**src/hw/rtl/pba_pkg.sv**
```systemverilog
// shared types and constants for the page bitmap allocator
package pba_pkg;

   localparam int DEFAULT_MAX_PAGES = 131072;

   localparam int FIRST_PAGE_W  = 17;
   localparam int RUN_LEN_W     = 18;
   localparam int TOTAL_PAGES_W = 18;
   localparam int START_PAGE_W  = 17;
   localparam int LOCKED_W      = 18;

   // bitmap word geometry
   localparam int BITS_PER_WORD = 8;
   localparam int BIT_W         = 3;
   localparam int DELTA_W       = 4;

   // free run length during a search stays below the requested length
   localparam int RUN_W = RUN_LEN_W + 1;

   // configuration port
   localparam int CSR_ADDR_W = 3;
   localparam int CSR_DATA_W = 32;
   localparam logic CSR_REG_TOTAL_PAGES = 1'b0;

   typedef enum logic [1:0] {
      CMD_LOCK   = 2'd0,
      CMD_UNLOCK = 2'd1,
      CMD_ALLOC  = 2'd2,
      CMD_COUNT  = 2'd3
   } cmd_type;

   typedef struct packed {
      cmd_type                 cmd;
      logic [FIRST_PAGE_W-1:0] first_page;
      logic [RUN_LEN_W-1:0]    run_length;
   } req_type;

   typedef struct packed {
      logic [START_PAGE_W-1:0] start_page;
      logic                    found;
      logic [LOCKED_W-1:0]     locked_total;
   } rsp_type;

   typedef struct packed {
      logic             match;
      logic [BIT_W-1:0] match_bit;
      logic [RUN_W-1:0] run_next;
   } scan_result_type;

   typedef struct packed {
      logic [BIT_W-1:0] lo_bit;
      logic [BIT_W-1:0] hi_bit;
   } word_span_type;

   typedef struct packed {
      logic [BITS_PER_WORD-1:0] word;
      logic [DELTA_W-1:0]       delta;
   } update_result_type;

endpackage

```
**src/hw/rtl/pba_word_update.sv**
```systemverilog
// sets or clears a span of bits in one bitmap word and counts the changed bits
module pba_word_update
   import pba_pkg::*;
(
   input  logic [BITS_PER_WORD-1:0] word,
   input  word_span_type            span,
   input  logic                     set,
   output update_result_type        result
);

   logic [BITS_PER_WORD-1:0] mask;
   logic [BITS_PER_WORD-1:0] changed;

   always_comb begin
      for (int i = 0; i < BITS_PER_WORD; i++) begin
         mask[i] = (BIT_W'(i) >= span.lo_bit) && (BIT_W'(i) <= span.hi_bit);
      end
   end

   always_comb begin
      if (set) begin
         changed     = mask & ~word;
         result.word = word | mask;
      end else begin
         changed     = mask & word;
         result.word = word & ~mask;
      end
      result.delta = DELTA_W'($countones(changed));
   end

endmodule

```
**config.mk**
```make
export PLATFORM = sky130hd
export DESIGN_NAME = pba_word_update
export DESIGN_NICKNAME = d
export VERILOG_FILES = /design/src/hw/rtl/pba_pkg.sv /design/src/hw/rtl/pba_word_update.sv
export SDC_FILE = /design/constraint.sdc
export NUM_CORES = 1
export LEC_CHECK = 0
export ABC_AREA = 0
export BUFFER_PORTS_ARGS = -buffer_cell sky130_fd_sc_hd__buf_2
export CELL_PAD_IN_SITES_DETAIL_PLACEMENT = 1
export CELL_PAD_IN_SITES_GLOBAL_PLACEMENT = 2
export CORE_MARGIN = 4
export CORE_UTILIZATION = 24
export DETAILED_ROUTE_END_ITERATION = 10
export GPL_TIMING_DRIVEN = 0
export PLACE_DENSITY_LB_ADDON = 0.1
export SYNTH_ARGS = -nofsm -noshare
export SYNTH_HDL_FRONTEND = slang
export SYNTH_SLANG_ARGS = --single-unit
```
**constraint.sdc**
```tcl
create_clock -name vclk -period 6.07
set_input_delay 1.214 -clock vclk [all_inputs]
set_output_delay 1.214 -clock vclk [all_outputs]
set_load 0.01 [all_outputs]
```
## Word level (Yosys, flattened, before mapping)

Index checks and enable logic that the tools add are counted.

| cells by class | value |
|---|---|
| add/sub/neg operators | 7 |
| $mul | 0 |
| div/mod/pow operators | 0 |
| $lt $le $gt $ge | 16 |
| equal/unequal tests | 0 |
| shift-type cells | 0 |
| mux-type cells | 2 |
| bitwise operators | 6 |
| reduce and logical (&&, ||, !) cells | 8 |

Operators with widths:

| operator | count |
|---|---|
| $and 8x8->8 | 3 |
| $mux 8 | 2 |
| $not 8->8 | 2 |
| $ge 3x3->1 const A | 4 |
| $le 3x3->1 const A | 4 |
| $add 1x1->2 | 4 |
| $logic_and 1x1->1 | 8 |
| $or 8x8->8 | 1 |
| $add 2x2->3 | 2 |
| $ge 1x3->1 const A | 2 |
| $ge 2x3->1 const A | 2 |
| $le 1x3->1 const A | 2 |
| $le 2x3->1 const A | 2 |
| $add 3x3->4 | 1 |

| storage, ports and cells | value |
|---|---|
| flip-flop bits (word level) | 0 |
| latch bits | 0 |
| bits in writable memories | 0 |
| ROM bits | 0 |
| input bits | 15 |
| output and inout bits | 12 |
| word-level logic and storage cells | 39 |
| memories | 0 |

## Longest topological paths before layout

Gate-level depths: netlist of run 1.

| depth | value |
|---|---|
| depth after elaboration | 7 |
| depth in mapped cells | 13 |
| gate-level depth less buffers | 12 |

## Least setup slack after synthesis of run 1

No wires, ideal clock.

| timing path | value |
|---|---|
| path kind | input port to output port |
| from | input port set |
| to | output port result[2] (netlist name) |
| arrival | 4.197 ns |
| required time | 4.856 ns |
| slack | 0.659 ns |
| stages on the path | 13 |
| path buffers | 2 |
| cells stage by stage | buf_2 > buf_4 > xnor2_1 > nor2_1 > fa_1 > inv_1 > fa_1 > inv_1 > fa_1 > ha_1 > inv_1 > fa_1 > xnor2_1 |

RTL lines:

| what | RTL line | text |
|---|---|---|
| from (decl) | pba_word_update.sv:7 | `input logic set,` |
| to (decl) | pba_word_update.sv:8 | `output update_result_type result` |

==> impl_metrics.tcl, run 1 <==
set metrics [dict create \
    grt.overflow.total 0 \
    grt_pass1_vias 499 \
    holdPathStages 3 \
    dieHeight_um 52.0 \
    initial_core_util_pct 26.0 \
    min_from "word[6]" \
    core_um2 1780 \
    p_per_area_nw_per_um2 83.4 \
    antenna_found_initial 0 \
    area_delta_synth_final_pct 33.7 \
    final_nets 108 \
    rsz0062_at_grt "false" \
    final_layout_size_suffix_gt1_share_pct 39.3 \
    io_buffer_count 25 \
    setup_tns_ns 0 \
    rows 15 \
    layout_common_cells "buf_2 (27), inv_1 (7), mux2_1 (7)" \
    post_cts_resized 0 \
    place_hpwl_um 1050 \
    track_usage_pct 9.48 \
    critPathArrivalTime_ns 4.39 \
    cpPeakStageDelay_ns 0.53 \
    ys.warnings.count 0 \
    ir_worst_vdd_mv 0.0333 \
    dr.first_iter.drc_count 0 \
    required_ns 4.86 \
    crit_top_cell "fa_1" \
    fill_cells 229 \
    drc 0 \
    dieArea_um2 2700 \
    grt_pass1_wl_um 2080 \
    vias 475 \
    whs_endpoint "result[10]" \
    cp-end-kind "primary output" \
    post-cts-setup-buffers 0 \
    synth_cells 59 \
    dr.pass1.iters 1 \
    placed_cell_area_um2 621 \
    worst_slew_pin_slew_ns 0.250 \
    fmax_mhz 179 \
    avgRoutedWirePerCell_um 10.5 \
    grt_max_degree 11 \
    postRouteAntennaNets 0 \
    power.leakage_nw 0.304 \
    die_w_um 52.0 \
    syn_area_um2 464 \
    min_path_type "input port to primary output" \
    crit_path_cell_trace "buf_2 > or2_4 > o21ai_2 > nor2_1 > fa_1 > inv_1 > fa_1 > inv_1 > fa_1 > ha_1 > inv_1 > fa_1 > xnor2_1 > buf_2" \
    vias_per_cell 4.36 \
    yosysSeqAreaShare_pct 0 \
    cts-hold-fix-buffers 0 \
    outcome "complete, no violations" \
    crit_slowest_cell "fa_1" \
    cp_max_fo 5 \
    regArea_um2 0 \
    timing.final.crit_share_pct 92.3 \
    min_period_ns 5.60 \
    critPathKind "input port to primary output" \
    gp_congestion 0.761 \
    finalMaxSlewViolations 0 \
    synth_area_per_cell_um2 7.87 \
    synth_cell_type_count 22 \
    pin_count 27 \
    n_sequential_cell 0 \
    hold_viol_final 0 \
    nClkBuffers 0 \
    drv_cap 0 \
    synth_nets 81 \
    routed_wl_um 1150 \
    final_cell_area_um2 621 \
    slew_headroom_pct 83.2 \
    setup_viol 0 \
    final_common_cell "buf_2" \
    cp-start-kind "input port" \
    diodes 0 \
]
==> power by group <==
part / internal, mW / switching, mW
Clock: 0 / 0
Combinational: 0.0238 / 0.0279
Sequential: 0 / 0
Total: 0.0238 / 0.0279
==> layer usage <==
| layer | track usage (%) | wire [um] | part of all wire (%) |
|---|---|---|---|
| met4 | 0 | 0 | 0 |
| met3 | 1.43 | 107 | 9.3 |
| met2 | 16.5 | 527 | 46 |
| met5 | 0 | 0 | 0 |
| met1 | 12.9 | 515 | 45 |
==> cell usage after synthesis <==
cell type | n | share of area, %
inv_1 | 7 | 5.7
mux2_1 | 7 | 17
nor2_1 | 6 | 4.9
xnor2_1 | 6 | 11
fa_1 | 4 | 17
a21oi_1 | 3 | 3.2
ha_1 | 3 | 8.1
nand2_1 | 3 | 2.4
xor2_1 | 3 | 5.7
buf_2 | 2 | 2.2
nand3_1 | 2 | 2.2
nor3_1 | 2 | 2.2
o21ai_1 | 2 | 2.2
a31oi_2 | 1 | 2.7
and2_1 | 1 | 1.3
buf_4 | 1 | 1.6
mux2_2 | 1 | 2.4
nand2_2 | 1 | 1.3
nand4_1 | 1 | 1.3
nor2b_1 | 1 | 1.3
o21ai_2 | 1 | 1.9
or2_4 | 1 | 1.9
==> worst max-delay path, delay by kind of cell <==
family / cells / cell delay, ns
adder cells (fa/ha/maj): 5 / 2.11
buffers and inverters: 5 / 0.44
AND/OR/NAND/NOR: 2 / 0.34
AO/OA/AOI/OAI: 1 / 0.14
XOR/XNOR: 1 / 0.14
==> worst max-delay path by stage <==
stage	depth (start not counted)	slack, ns	start	endpoint
after CTS	14	0.43	set	result[2]
final	14	0.47	span[1]	result[2]
after detailed placement	14	0.43	set	result[2]
after global placement	14	0.42	set	result[2]
after floorplan	13	0.66	set	result[2]
after global routing	14	0.24	set	result[2]
==> through the flow <==
step                      setup WS [ns]  instances  util [%]  power (mW)  hold slack, ns
after floorplan                   0.659         59         -      0.0339            2.58
after global placement            0.418        109      34.8      0.0532            2.75
after detailed placement          0.433        109      34.8      0.0533            2.75
after CTS                         0.426        109      34.8      0.0536            2.75
after global routing              0.238        109      34.8      0.0610            2.77
final                             0.469        109      34.8      0.0517            2.74
==> area by class of cell <==
| type | instances | area, um2 | area share, % |
|---|---|---|---|
| plain buffers | 3 | 17.5 | 2.82 |
| multi-input cells | 49 | 420 | 67.7 |
| repair buffers | 25 | 125 | 20.2 |
| well taps | 25 | 31.3 | 5.04 |
| inverters | 7 | 26.3 | 4.23 |
==> cell families after synthesis <==
logic type	Yosys count	share of synthesized area (%)
adders and majority gates	7	25.3
AOI/OAI and AO/OA	7	9.97
buffers and inverters	10	9.44
and+or+nand+nor	18	18.9
xor gates and xnor gates	9	17.0
muxes	8	19.4
Power figures use the tool's default switching activity.
==> inputs of run 2 (changes only) <==
--- a/config.mk
+++ b/config.mk
@@ -6,12 +6,12 @@
 export NUM_CORES = 1
 export LEC_CHECK = 0
 export ABC_AREA = 0
-export BUFFER_PORTS_ARGS = -buffer_cell sky130_fd_sc_hd__buf_2
 export CELL_PAD_IN_SITES_DETAIL_PLACEMENT = 1
 export CELL_PAD_IN_SITES_GLOBAL_PLACEMENT = 2
-export CORE_MARGIN = 4
-export CORE_UTILIZATION = 24
+export CORE_AREA = 4 4 41 43
 export DETAILED_ROUTE_END_ITERATION = 10
+export DIE_AREA = 0 0 45 47
+export DONT_BUFFER_PORTS = 1
 export GPL_TIMING_DRIVEN = 0
 export PLACE_DENSITY_LB_ADDON = 0.1
 export SYNTH_ARGS = -nofsm -noshare
==> impl_metrics.tcl, run 2 (synthesis gave the netlist of run 1 again) <==
set metrics [dict create \
    outcome "complete, no violations" \
    final_nets 83 \
    p_per_area_nw_per_um2 78.8 \
    layout_common_cells "inv_1 (7), mux2_1 (7), nor2_1 (6), xnor2_1 (6), fa_1 (4)" \
    nClkBuffers 0 \
    grt_pass1_wl_um 1560 \
    holdWs_ns 2.58 \
    crit_slowest_cell "fa_1" \
    dr.first_iter.drc_count 0 \
    post_cts_resized 0 \
    crit_top_cell "fa_1" \
    path_depth 13 \
    ir_worst_vdd_mv 0.0222 \
    crit_buf_inv 5 \
    dieHeight_um 47 \
    area_delta_synth_final_pct 4.04 \
    dieArea_um2 2120 \
    p_sw_mw 0.0219 \
    final_layout_size_suffix_gt1_share_pct 13.6 \
    min_period_ns 5.56 \
    slew_headroom_pct 81.5 \
    cts-hold-fix-buffers 0 \
    cp-start-kind "input port" \
    holdPathStages 1 \
    timing.final.crit_share_pct 91.6 \
    initial_core_util_pct 35.7 \
    fmax_mhz 180 \
    routed_wl_um 1010 \
    grt_pass1_vias 364 \
    antenna_found_initial 0 \
    core_um2 1300 \
    p_comb_share_pct 100.0 \
    regArea_um2 0 \
    required_ns 4.86 \
    pwr-share-clk_pct 0 \
    intPower_mw 0.0161 \
    rsz0062_at_grt "false" \
    critPathKind "input port to primary output" \
    grt.overflow.total 0 \
    grt_max_degree 11 \
    cp-end-kind "primary output" \
    n_sequential_cell 0 \
    place_hpwl_um 931 \
    finalMaxSlewViolations 0 \
    setup_viol 0 \
    worst_slew_pin_slew_ns 0.275 \
    power.leakage_nw 0.201 \
    setup_tns_ns 0 \
    critPathArrivalTime_ns 4.35 \
    hold_viol_final 0 \
    gp_congestion 0.683 \
    vias_per_cell 5.24 \
    avgRoutedWirePerCell_um 13.6 \
    cp_max_fo 10 \
    diodes 0 \
    p_total_mw 0.0380 \
    post-cts-setup-buffers 0 \
    die_w_um 45 \
    postRouteAntennaNets 0 \
    crit_family "adder cells" \
    drv_cap 0 \
    pin_count 27 \
    cpPeakStageDelay_ns 0.53 \
    min_path_type "input port to primary output" \
    switching_share_pct 57.6 \
    dr.pass1.iters 1 \
    rows 13 \
    seq_power_share_pct 0 \
    vias 388 \
    track_usage_pct 9.74 \
    io_buffer_count 0 \
    fill_cells 177 \
    crit_path_cell_trace "buf_2 > buf_4 > xnor2_1 > nor2_1 > fa_1 > inv_1 > fa_1 > inv_1 > fa_1 > ha_1 > inv_1 > fa_1 > xnor2_1" \
    drc 0 \
]
[run 2: cell count changes in the layout (fill, tap and decap cells not counted), sizes merged]
cell,previous run,this run
buf,28,3
[run 2: final timing paths]
kind | end | from
setup / recovery | result[2] | set
hold / removal | result[7] | word[3]
[run 2: final cells by class]
| type | instances | area (um2) | share of cell area (%) |
|---|---|---|---|
| multi-input combinational | 49 | 420 | 87.0 |
| buffer | 3 | 17.5 | 3.63 |
| inverter | 7 | 26.3 | 5.44 |
| tap | 15 | 18.8 | 3.89 |
[run 2: power groups by stage]
stage / Clock (mW) / Sequential, mW / Combinational (mW)
6_report: 0 / 0 / 0.0380
5_1_grt: 0 / 0 / 0.0445
4_1_cts: 0 / 0 / 0.0395
3_5_place_dp: 0 / 0 / 0.0395
3_3_place_gp: 0 / 0 / 0.0391
2_1_floorplan: 0 / 0 / 0.0339
[run 2: layer usage]
| metal | vias to the layer above | global-route usage [%] | wire length (um) |
|---|---|---|---|
| met2 | 15 | 16.4 | 497 |
| li1 | 194 | - | - |
| met1 | 179 | 14.0 | 394 |
| met5 | - | 0 | 0 |
| met3 | 0 | 1.53 | 113 |
| met4 | 0 | 0 | 0 |
[run 2: metrics by stage]
step | setup WS [ns] | util (%) | std cells | instance area, um2
detailed placement | 0.458 | 37.1 | 74 | 483
finish | 0.508 | 37.1 | 74 | 483
global route | 0.292 | 37.1 | 74 | 483
global placement | 0.466 | 37.1 | 74 | 483
floorplan | 0.659 | - | 59 | 464
CTS | 0.458 | 37.1 | 74 | 483
