<file path="config.mk">
export PLATFORM = sky130hd
export DESIGN_NAME = pba_word_scan
export DESIGN_NICKNAME = d
export VERILOG_FILES = /design/src/hw/rtl/pba_pkg.sv /design/src/hw/rtl/pba_word_scan.sv
export SDC_FILE = /design/constraint.sdc
export NUM_CORES = 1
export LEC_CHECK = 0
export CORE_MARGIN = 4
export CORE_UTILIZATION = 38
export DETAILED_ROUTE_END_ITERATION = 7
export DONT_BUFFER_PORTS = 1
export SYNTH_ARGS = -nofsm -noshare
export SYNTH_HDL_FRONTEND = slang
export SYNTH_SLANG_ARGS = --single-unit
</file>
<file path="constraint.sdc">
create_clock -name vclk -period 7.9
set_clock_uncertainty 0.2 [all_clocks]
set_input_delay 0.79 -clock vclk [all_inputs]
set_output_delay 0.79 -clock vclk [all_outputs]
set_load 0.05 [all_outputs]
</file>
<file path="src/hw/rtl/pba_pkg.sv">
// shared types and constants for the page bitmap allocator
package pba_pkg;

   localparam int DEFAULT_MAX_PAGES = 131072;

   localparam int FIRST_PAGE_W  = 17;
   localparam int RUN_LEN_W     = 18;
   localparam int TOTAL_PAGES_W = 18;
   localparam int START_PAGE_W  = 17;
   localparam int LOCKED_W      = 18;

   // bitmap word geometry
   localparam int BITS_PER_WORD = 8;
   localparam int BIT_W         = 3;
   localparam int DELTA_W       = 4;

   // free run length during a search stays below the requested length
   localparam int RUN_W = RUN_LEN_W + 1;

   // configuration port
   localparam int CSR_ADDR_W = 3;
   localparam int CSR_DATA_W = 32;
   localparam logic CSR_REG_TOTAL_PAGES = 1'b0;

   typedef enum logic [1:0] {
      CMD_LOCK   = 2'd0,
      CMD_UNLOCK = 2'd1,
      CMD_ALLOC  = 2'd2,
      CMD_COUNT  = 2'd3
   } cmd_type;

   typedef struct packed {
      cmd_type                 cmd;
      logic [FIRST_PAGE_W-1:0] first_page;
      logic [RUN_LEN_W-1:0]    run_length;
   } req_type;

   typedef struct packed {
      logic [START_PAGE_W-1:0] start_page;
      logic                    found;
      logic [LOCKED_W-1:0]     locked_total;
   } rsp_type;

   typedef struct packed {
      logic             match;
      logic [BIT_W-1:0] match_bit;
      logic [RUN_W-1:0] run_next;
   } scan_result_type;

   typedef struct packed {
      logic [BIT_W-1:0] lo_bit;
      logic [BIT_W-1:0] hi_bit;
   } word_span_type;

   typedef struct packed {
      logic [BITS_PER_WORD-1:0] word;
      logic [DELTA_W-1:0]       delta;
   } update_result_type;

endpackage

</file>
<file path="src/hw/rtl/pba_word_scan.sv">
// first-fit scan of one bitmap word, carrying the free run from earlier words
module pba_word_scan
   import pba_pkg::*;
(
   input  logic [BITS_PER_WORD-1:0] word,
   input  logic [BIT_W-1:0]         hi_bit,
   input  logic [RUN_W-1:0]         run_in,
   input  logic [RUN_LEN_W-1:0]     run_length,
   output scan_result_type          result
);

   logic [BITS_PER_WORD-1:0] free;
   logic [DELTA_W-1:0]       local_run [BITS_PER_WORD];
   logic [RUN_W-1:0]         total     [BITS_PER_WORD];

   // bits above hi_bit lie past the page limit and count as used
   always_comb begin
      for (int i = 0; i < BITS_PER_WORD; i++) begin
         free[i] = !word[i] && (BIT_W'(i) <= hi_bit);
      end
   end

   // free run ending at each bit, counted inside the word
   always_comb begin
      local_run[0] = free[0] ? DELTA_W'(1) : '0;
      for (int i = 1; i < BITS_PER_WORD; i++) begin
         local_run[i] = free[i] ? local_run[i-1] + DELTA_W'(1) : '0;
      end
   end

   always_comb begin
      for (int i = 0; i < BITS_PER_WORD; i++) begin
         if (local_run[i] == DELTA_W'(i + 1)) begin
            total[i] = run_in + RUN_W'(i + 1);
         end else begin
            total[i] = RUN_W'(local_run[i]);
         end
      end
   end

   // lowest bit at which the run reaches the requested length wins
   always_comb begin
      result.match     = 1'b0;
      result.match_bit = '0;
      for (int i = BITS_PER_WORD - 1; i >= 0; i--) begin
         if (free[i] && (total[i] >= RUN_W'(run_length))) begin
            result.match     = 1'b1;
            result.match_bit = BIT_W'(i);
         end
      end
      if (local_run[BITS_PER_WORD-1] == DELTA_W'(BITS_PER_WORD)) begin
         result.run_next = run_in + RUN_W'(BITS_PER_WORD);
      end else begin
         result.run_next = RUN_W'(local_run[BITS_PER_WORD-1]);
      end
   end

endmodule

</file>
Yosys cells after proc, flatten, opt, wreduce, memory -nomap -nowiden:

Cells that the tools add are included.
Widths: inputs -> output; s select.

* add/subtract/negate cells: 15
* reductions and logical operators: 24
* equal/unequal tests: 8
* mux-type cells: 24
* order comparisons: 16

Operators by type and width (number)
* $ge 19x18->1: 8
* $mux 19: 8
* $add 19x3->19 const B: 4
* $mux 4: 13
* $add 19x2->19 const B: 2
* $add 19x1->19 const B: 1
* $add 19x4->19 const B: 1
* $add 4x1->4 const B: 4
* $eq 4x3->1 const B: 4
* $logic_and 1x1->1: 16
* $le 3x3->1 const A: 4
* $logic_not 1->1: 8
* $le 1x3->1 const A: 2
* $le 2x3->1 const A: 2
* $add 3x1->4 const B: 1
* $eq 4x4->1 const B: 1
* $add 2x1->3 const B: 1
* $eq 3x2->1 const B: 1
* $mux 3: 1
* $add 1x1->2 const B: 1
* $eq 2x2->1 const B: 1
* $mux 2: 1
* $eq 1x1->1 const B: 1
* $mux 1: 1

* input bits: 48
* bits in registers: 0
* output and inout port bits: 23

Logic depth before layout (Yosys ltp):

Gate-level depths: netlist of the first run.

* word-level depth: 29
* gate-level depth with buffers: 34
* depth with buffers taken out: 30

Worst setup path after synthesis of the first run:

No wires, ideal clock.

* path type: in2out
* start point: in hi_bit[2]
* end point: out result[19] (netlist name)
* cell stages on the path: 33
* data arrival time: 8320 ps
* buffers on the path: 4
* slack: -1410 ps
* data required time: 6910 ps
* path through: buf_4 > nor3_1 > or3_1 > clkbuf_1 > buf_1 > inv_1 > ha_1 > and2_1 > ha_1 > and2_1 > inv_1 > ha_1 > and2_1 > ha_1 > and2_1 > ha_1 > nor2_1 > ha_1 > or4_4 > mux2i_4 > nand3_2 > buf_2 > nor2_1 > ha_1 > nand2_1 > a21boi_0 > o21ai_0 > a21oi_1 > o21ai_0 > a311o_1 > nor2b_1 > a211o_1 > a211oi_2

RTL lines
* start, declared: RTL line pba_word_scan.sv:6 `input logic [BIT_W-1:0] hi_bit,`
* end, declared: RTL line pba_word_scan.sv:9 `output scan_result_type result`

==> results of run 1 <==
==> power groups by stage <==
| stage | logic, W | registers (W) | clock network (W) |
|---|---|---|---|
| after floorplan | 0.000182 | 0 | 0 |
| after global placement | 0.000217 | 0 | 0 |
| final | 0.000223 | 0 | 0 |
| after detailed placement | 0.000219 | 0 | 0 |
| after global routing | 0.000247 | 0 | 0 |
| after CTS | 0.000220 | 0 | 0 |
==> layer usage <==
metal / global-route usage / share of wire
met5: 0 / 0
met4: 0.0932 / 0.045
met3: 0.0126 / 0.059
met2: 0.421 / 0.46
met1: 0.335 / 0.43
==> through the flow <==
step / instance area (sq um) / setup WS [ps]
finish: 7560 / 261
global route: 7560 / 8.83
CTS: 7520 / 151
detailed placement: 7520 / 160
global placement: 7520 / 211
floorplan: 7240 / -121
==> synthesized netlist by cell type, types with 14 or more instances <==
cell      number  share of area
or3_1         25          0.022
nor3_1        28          0.020
o21a_1        14          0.015
xnor2_1       50          0.063
o21ai_0       52          0.037
nor2_1       151          0.081
clkbuf_1      29          0.016
a21oi_1       70          0.050
nor2b_1       25          0.022
nand2_1       64          0.034
xor2_1        52          0.065
inv_1         43          0.023
nand4_1       27          0.024
ha_1         164           0.29
and2_1        14          0.013
nand3_1       23          0.017
a21o_1        17          0.018
==> worst paths after layout <==
kind              startpoint    endpoint  slack (ps)
setup / recovery     word[0]  result[19]         260
hold / removal     run_in[3]   result[3]        1680
==> what timing repair did <==
action	4_1_cts	5_1_grt
hold buffers	0	0
resized for setup	0	7
endpoints found under the setup margin	0	4
buffers inserted	0	2
==> area by class of cell <==
type	count	area [sq um]
Multi-Input combinational cell	910	6830
Inverter	44	168
Tap cell	229	287
Fill cell	1907	10500
Timing Repair Buffer	31	283
==> kinds of logic (layout without fill, tap and decap cells) <==
group / after synthesis / after routing
AOI/OAI and AO/OA: 232 / 232
adders and majority gates: 164 / 164
muxes: 6 / 6
xor gates and xnor gates: 105 / 105
and+or+nand+nor: 403 / 403
buffers and inverters: 94 / 75
==> metrics.md, run 1 <==
| Metric | Value |
|---|---|
| Outcome | `complete, no violations` |
| Remaining Overflow, GRT | `0` |
| Hold depth | `2` |
| Post-Synth Adder-Cell Area | `0.295` |
| RD Place Congestion | `0.983` |
| GRT Total Usage | `0.249` |
| Core ar. | `0.0180 sq mm` |
| Switching share of total power | `0.612` |
| Post-synthesis cell area | `0.00697 sq mm` |
| Die Y | `143 um` |
| Yosys warns | `0` |
| Avg WL per Cell | `21.8 um` |
| Final setup violation count | `0` |
| Tot Pwr | `0.000223 W` |
| Starting Density | `0.386` |
| CP max stage cell | `or4_4` |
| Mapped Cells | `1004` |
| Simple-gate portion of the synthesized area | `0.284` |
| Iter 0 DRT Violations | `743` |
| Final Non-Filler Cells | `1214` |
| Ant. Diodes | `0` |
| Dpl hpwl | `20900 um` |
| Setup TNS | `0 ps` |
| Final ANT Viol Nets | `0` |
| Critical Path End Type | `output port` |
| Register area share after synthesis | `0` |
| P_sw | `0.000136 W` |
| Critical path startpoint category | `input pin` |
| Die X | `143 um` |
| Critical path's largest stage delay | `540 ps` |
| RSZ-0062 raised after global routing | `no` |
| Most frequent cells in the layout | `ha_1, nor2_1, a21oi_1` |
| Io pins | `71` |
| Slew Viols, Final | `0` |
| CP max FO | `23` |
| Pwr dens | `29.4 mW/mm^2` |
| P_int | `0.0000865 W` |
| Crit path depth | `29` |
| Fin crit period | `7640 ps` |
| Clock buffer count | `0` |
| Die area | `0.0206 sq mm` |
| WP data required | `6910 ps` |
| Mean Syn Cell Area | `6.94 sq um` |
| Initial antenna violation count | `0` |
| Crit path buf inv count | `3` |
| Min Hold Slack | `1680 ps` |
| Library cells used by synthesis | `81` |
| FP Rows | `49` |
| Post-synth net total | `1216` |
| Final WL | `26400 um` |
| Fin crit share | `0.967` |
| Layout area overhead | `8.60%` |
| Vias in the first global route | `7045` |
| Mux contribution to synthesized area | `0.0108` |
| Compound-Gate Fraction of Synth Area | `0.220` |
| Synth Area in XOR/XNOR | `0.137` |
| Max-Cap Viols | `0` |
| DRC | `0` |
| Layout cell share with drive strength beyond 1 | `0.0985` |
| Max_slew headroom | `0.389` |
| Combinational fraction of design power | `1.000` |
| Seq. cell area | `0 sq um` |
| Via count | `7387` |
| Worst vdd ir | `0.0000159 V` |
| Via/cell ratio | `6.08` |
| WP data arrival | `6650 ps` |
| CP Class | `input pin to output port` |
| Actual slew at the worst max-slew pin | `907 ps` |
| Clk pwr share | `0` |
| Fmax | `0.131 GHz` |
| Power share of the sequential group | `0` |
| Critical path's top delay family | `simple AND/OR/NAND/NOR gates` |
| 1st-pass router iterations | `6` |
| Largest net degree at the start of global routing | `24` |
| Final hold vios | `0` |
| Post-layout util | `0.420` |
| Most frequent CP cell | `ha_4` |
| DP Cell Count | `1212` |
| First-pass GRT wire length | `40200 um` |
| Nets@finish | `1199` |
| Worst Hold Class | `input pin to output port` |
| Leak | `3.27 nW` |
| Largest family of logic cells by synthesized area | `adder cells` |
| Sequential cells | `0` |
| Commonest non-fill, non-tap cell in the layout | `ha_1` |
| Port-buffer cells | `0` |
No activity file was read; power rests on OpenSTA's default activity.
==> run 2, diff against run 1 <==
==> constraint.sdc (replaced) <==
create_clock -name vclk -period 7.9
set_clock_uncertainty 0.2 [all_clocks]
set_input_delay 1.185 -clock vclk [all_inputs]
set_output_delay 1.185 -clock vclk [all_outputs]
set_load 0.05 [all_outputs]
==> run 2 against run 1 <==
Compared with the run above:
- the run now ends with setup timing left
- maximum frequency is 6.9% lower
- flip-flop and latch count stayed put
- cell count is 5.1% higher
- sequential share of layout area stayed put
- worst hold slack better by 840 ps
- die area stayed put
- largest power group unchanged
==> metrics.md, run 2 (synthesis gave the netlist of run 1 again) <==
| Metric | Value |
|---|---|
| Remaining Overflow, GRT | `0 (unchanged)` |
| GRT Total Usage | `0.252 (+0.00339)` |
| CP Class | `input pin to output port` |
| PnR worst setup slack | `-308 ps (-569 ps)` |
| Sequential cells | `0 (unchanged)` |
| Nets@finish | `1261 (+5.2%)` |
| Fin crit period | `8210 ps (+569 ps)` |
| DP Cell Count | `1273 (+5.0%)` |
| Dpl cell area | `0.00798 sq mm (+6.2%)` |
| Tot Pwr | `0.000237 W (+6.3%)` |
| Max-Cap Viols | `0 (unchanged)` |
| Avg WL per Cell | `20.7 um (-4.8%)` |
| DRC | `0 (unchanged)` |
| Port-buffer cells | `0 (unchanged)` |
| Initial antenna violation count | `0 (unchanged)` |
| Final WL | `26400 um (about the same)` |
| Core ar. | `0.0180 sq mm (unchanged)` |
| CP max stage cell | `or4_4` |
| Critical path's largest stage delay | `540 ps (about the same)` |
| Final ANT Viol Nets | `0 (unchanged)` |
| Final setup violation count | `4 (+4)` |
| First-pass GRT wire length | `41300 um (+2.8%)` |
| Io pins | `71 (unchanged)` |
| Via count | `7585 (+2.7%)` |
| Outcome | `finished with violations` |
| Die X | `143 um (unchanged)` |
| Setup TNS | `-875 ps (-875 ps)` |
| Layout area overhead | `16.3%` |
| Violated checks | `setup timing` |
| Slew Viols, Final | `0 (unchanged)` |
| Critical path startpoint category | `input pin` |
| CP max FO | `23 (unchanged)` |
| Vias in the first global route | `7497 (+6.4%)` |
| RD Place Congestion | `0.952 (-3.2%)` |
| 1st-pass router iterations | `6 (unchanged)` |
| Final hold vios | `0 (unchanged)` |
| Commonest non-fill, non-tap cell in the layout | `ha_1` |
| Ant. Diodes | `0 (unchanged)` |
| Fmax | `0.122 GHz (-6.9%)` |
| Most frequent CP cell | `ha_4` |
| Most frequent cells in the layout | `ha_1, nor2_1, buf_4` |
| Largest net degree at the start of global routing | `24 (unchanged)` |
| Starting Density | `0.386 (unchanged)` |
| Pre-CTS setup slack | `-526 ps (-687 ps)` |
| Max_slew headroom | `0.399 (+0.0102)` |
| Die area | `0.0206 sq mm (unchanged)` |
| Actual slew at the worst max-slew pin | `892 ps (-15.2 ps)` |
| Seq. cell area | `0 sq um (unchanged)` |
| Die Y | `143 um (unchanged)` |
| Clock buffer count | `0 (unchanged)` |
| Layout cell share with drive strength beyond 1 | `0.163 (+0.0648)` |
| Leak | `3.58 nW (+9.4%)` |
| Iter 0 DRT Violations | `602 (-19%)` |
| Worst Hold Class | `input pin to output port` |
| Final Non-Filler Cells | `1276 (+5.1%)` |
| Dpl hpwl | `21300 um (+1.8%)` |
| Critical Path End Type | `output port` |
| Worst vdd ir | `0.0000177 V (+12%)` |
| WP data arrival | `6820 ps (+170 ps)` |
| FP Rows | `49 (unchanged)` |
| WP data required | `6510 ps (-400 ps)` |
| Final instance area | `0.00810 sq mm (+7.1%)` |
| RSZ-0062 raised after global routing | `yes` |
| Via/cell ratio | `5.94 (-2.3%)` |
| Pwr dens | `29.2 mW/mm^2 (-0.76%)` |
| Fin crit share | `1.04 (+0.0720)` |
## run 2: what timing repair did
item	in CTS	in global routing
pin swaps	15	10
gates resized for setup	18	6
buffers inserted	2	1
hold buffers	0	0
setup endpoints to repair	4	4
## run 2: path summary, 6_finish.rpt
kind / start / to / slack (ps) / cells past startpoint
setup / recovery: word[0] / result[19] / -310 / 30
hold / removal: run_in[17] / result[17] / 2520 / 3
## run 2: cell type report
cell class	count	area, sq um
Tap cell	229	287
Inverter	44	168
Timing Repair Buffer	93	756
Multi-Input combinational cell	910	6890
Fill cell	1933	9920
## run 2: critical path: cells and delay by family
family / cells / cell delay [ps]
AOI/OAI and AO/OA: 8 / 1500
adders and majority gates: 7 / 1480
buffers and inverters: 4 / 460
muxes: 1 / 200
and+or+nand+nor: 10 / 1950
## run 2: stage by stage
stage | hold WS [ps] | utilization
4_1_cts | 2530 | 0.448
2_1_floorplan | 2540 | -
3_3_place_gp | 2520 | 0.443
6_report | 2520 | 0.450
3_5_place_dp | 2520 | 0.443
5_1_grt | 2540 | 0.450
## run 2: metal layers
layer | part of all wire | wire length (um) | GRT usage
met5 | 0 | 0 | 0
met2 | 0.46 | 12200 | 0.431
met4 | 0.037 | 986 | 0.0778
met1 | 0.44 | 11500 | 0.340
met3 | 0.067 | 1780 | 0.0176
## run 2: where the power goes
group	leakage, nW	total [W]	internal, W	switching, W
sequential	0	0	0	0
combinational	3.58	0.000237	0.0000973	0.000140
clock	0	0	0	0
total	3.58	0.000237	0.0000973	0.000140
==> run 3, diff against run 2 <==
- PLACE_DENSITY_LB_ADDON: default -> 0.12
==> run 3 against run 2 <==
Compared with the run above:
- the run still ends with setup timing left
- worst hold slack got worse by 5.9 ps
- via count about the same
- flip-flop and latch count unchanged
- critical path depth unchanged
- critical path type unchanged
- highest routed layer unchanged
==> metrics.md, run 3 (synthesis gave the netlist of run 1 again) <==
| Metric | Value |
|---|---|
| Starting Density | `0.386 (unchanged)` |
| Avg WL per Cell | `21.4 um (+3.1%)` |
| Nets@finish | `1268 (+0.56%)` |
| Via/cell ratio | `5.92 (-0.47%)` |
| Via count | `7591 (+0.079%)` |
| Fmax | `0.124 GHz (+1.4%)` |
| Commonest non-fill, non-tap cell in the layout | `ha_1` |
| Slew Viols, Final | `0 (unchanged)` |
| Layout area overhead | `19.6%` |
| Final instance area | `0.00833 sq mm (+2.8%)` |
| PnR worst setup slack | `-196 ps (+111 ps)` |
| Die Y | `143 um (unchanged)` |
| Layout cell share with drive strength beyond 1 | `0.178 (+0.0150)` |
| Dpl hpwl | `21800 um (+2.2%)` |
| Sequential cells | `0 (unchanged)` |
| Final WL | `27400 um (+3.6%)` |
| Remaining Overflow, GRT | `0 (unchanged)` |
| Die area | `0.0206 sq mm (unchanged)` |
| Dpl cell area | `0.00801 sq mm (+0.31%)` |
| Port-buffer cells | `0 (unchanged)` |
| Core ar. | `0.0180 sq mm (unchanged)` |
| Final setup violation count | `4 (unchanged)` |
| Violated checks | `setup timing` |
| FP Rows | `49 (unchanged)` |
| WP data arrival | `6710 ps (-110 ps)` |
| Most frequent cells in the layout | `ha_1, nor2_1, buf_4` |
| Initial antenna violation count | `0 (unchanged)` |
| Actual slew at the worst max-slew pin | `1180 ps (+290 ps)` |
| Final ANT Viol Nets | `0 (unchanged)` |
| RD Place Congestion | `0.889 (-6.5%)` |
| Critical path's largest stage delay | `530 ps (about the same)` |
| Critical Path End Type | `output port` |
| Leak | `3.67 nW (+2.5%)` |
| Tot Pwr | `0.000244 W (+3.2%)` |
| Iter 0 DRT Violations | `530 (-12%)` |
| Ant. Diodes | `0 (unchanged)` |
| Clock buffer count | `0 (unchanged)` |
| Worst Hold Class | `input pin to output port` |
| Vias in the first global route | `7576 (+1.1%)` |
| Worst vdd ir | `0.0000178 V (+0.41%)` |
| Setup TNS | `-582 ps (+293 ps)` |
| RSZ-0062 raised after global routing | `yes` |
| Critical path startpoint category | `input pin` |
| Most frequent CP cell | `ha_4` |
| 1st-pass router iterations | `5 (-1)` |
| Largest net degree at the start of global routing | `24 (unchanged)` |
| CP max stage cell | `or4_4` |
| CP Class | `input pin to output port` |
| Pwr dens | `29.3 mW/mm^2 (+0.34%)` |
| Layout fillers | `1919 (-0.72%)` |
| DRC | `0 (unchanged)` |
| Seq. cell area | `0 sq um (unchanged)` |
| WP data required | `6510 ps (about the same)` |
| Max-Cap Viols | `0 (unchanged)` |
| Io pins | `71 (unchanged)` |
| First-pass GRT wire length | `42600 um (+3.3%)` |
| GRT Total Usage | `0.264 (+0.0110)` |
| CP max FO | `23 (unchanged)` |
| Outcome | `finished with violations` |
| Max_slew headroom | `0.203 (-0.196)` |
| Fin crit share | `1.02 (-0.0141)` |
| Fin crit period | `8100 ps (-111 ps)` |
| Die X | `143 um (unchanged)` |
| Final hold vios | `0 (unchanged)` |
==> run 3: through the flow <==
| step | utilization | std cells | hold slack (ps) | setup slack [ps] |
|---|---|---|---|---|
| final | 0.462 | 1283 | 2510 | -196 |
| after global routing | 0.462 | 1283 | 2540 | -429 |
| after CTS | 0.454 | 1278 | 2520 | -318 |
| after detailed placement | 0.444 | 1273 | 2510 | -496 |
| after global placement | 0.444 | 1273 | 2510 | -461 |
| after floorplan | - | 1004 | 2540 | -911 |
==> run 3: repair_timing <==
action | 4_1_cts | 5_1_grt
endpoints found under the setup margin | 4 | 4
cloned | 0 | 0
hold buffers | 0 | 0
pin swaps | 29 | 21
gates resized for setup | 24 | 22
buffers inserted | 5 | 5
==> run 3: where the power goes <==
| part | internal [W] | switching [W] |
|---|---|---|
| Combinational | 0.000101 | 0.000143 |
| Sequential | 0 | 0 |
| Clock | 0 | 0 |
==> run 3: layer usage <==
| layer | track usage | routed length [um] | part of all wire | vias to the layer above |
|---|---|---|---|---|
| met5 | 0 | 0 | 0 | - |
| met4 | 0.0585 | 649 | 0.024 | 0 |
| met3 | 0.0176 | 1570 | 0.057 | 39 |
| met2 | 0.454 | 12900 | 0.47 | 223 |
| met1 | 0.361 | 12300 | 0.45 | 3604 |
| li1 | - | - | - | 3725 |
==> run 3: critical path: cells and delay by family <==
| family | cells | cell delay (ps) |
|---|---|---|
| AND/OR/NAND/NOR | 11 | 1970 |
| adder cells (fa/ha/maj) | 7 | 1470 |
| AO/OA/AOI/OAI | 7 | 1420 |
| buffers and inverters | 4 | 440 |
| multiplexers | 1 | 190 |
==> run 3: layout make-up <==
| cell class | instances | area, sq um | area share |
|---|---|---|---|
| well taps | 229 | 287 | 0.0344 |
| multi-input cells | 910 | 7040 | 0.845 |
| repair buffers | 100 | 836 | 0.100 |
| inverters | 44 | 168 | 0.0201 |
==> run 3: final timing paths <==
path	startpoint	end	slack (ps)	cells after the start
worst max-delay path	word[0]	result[19]	-200	30
worst min-delay path	run_in[17]	result[17]	2510	3
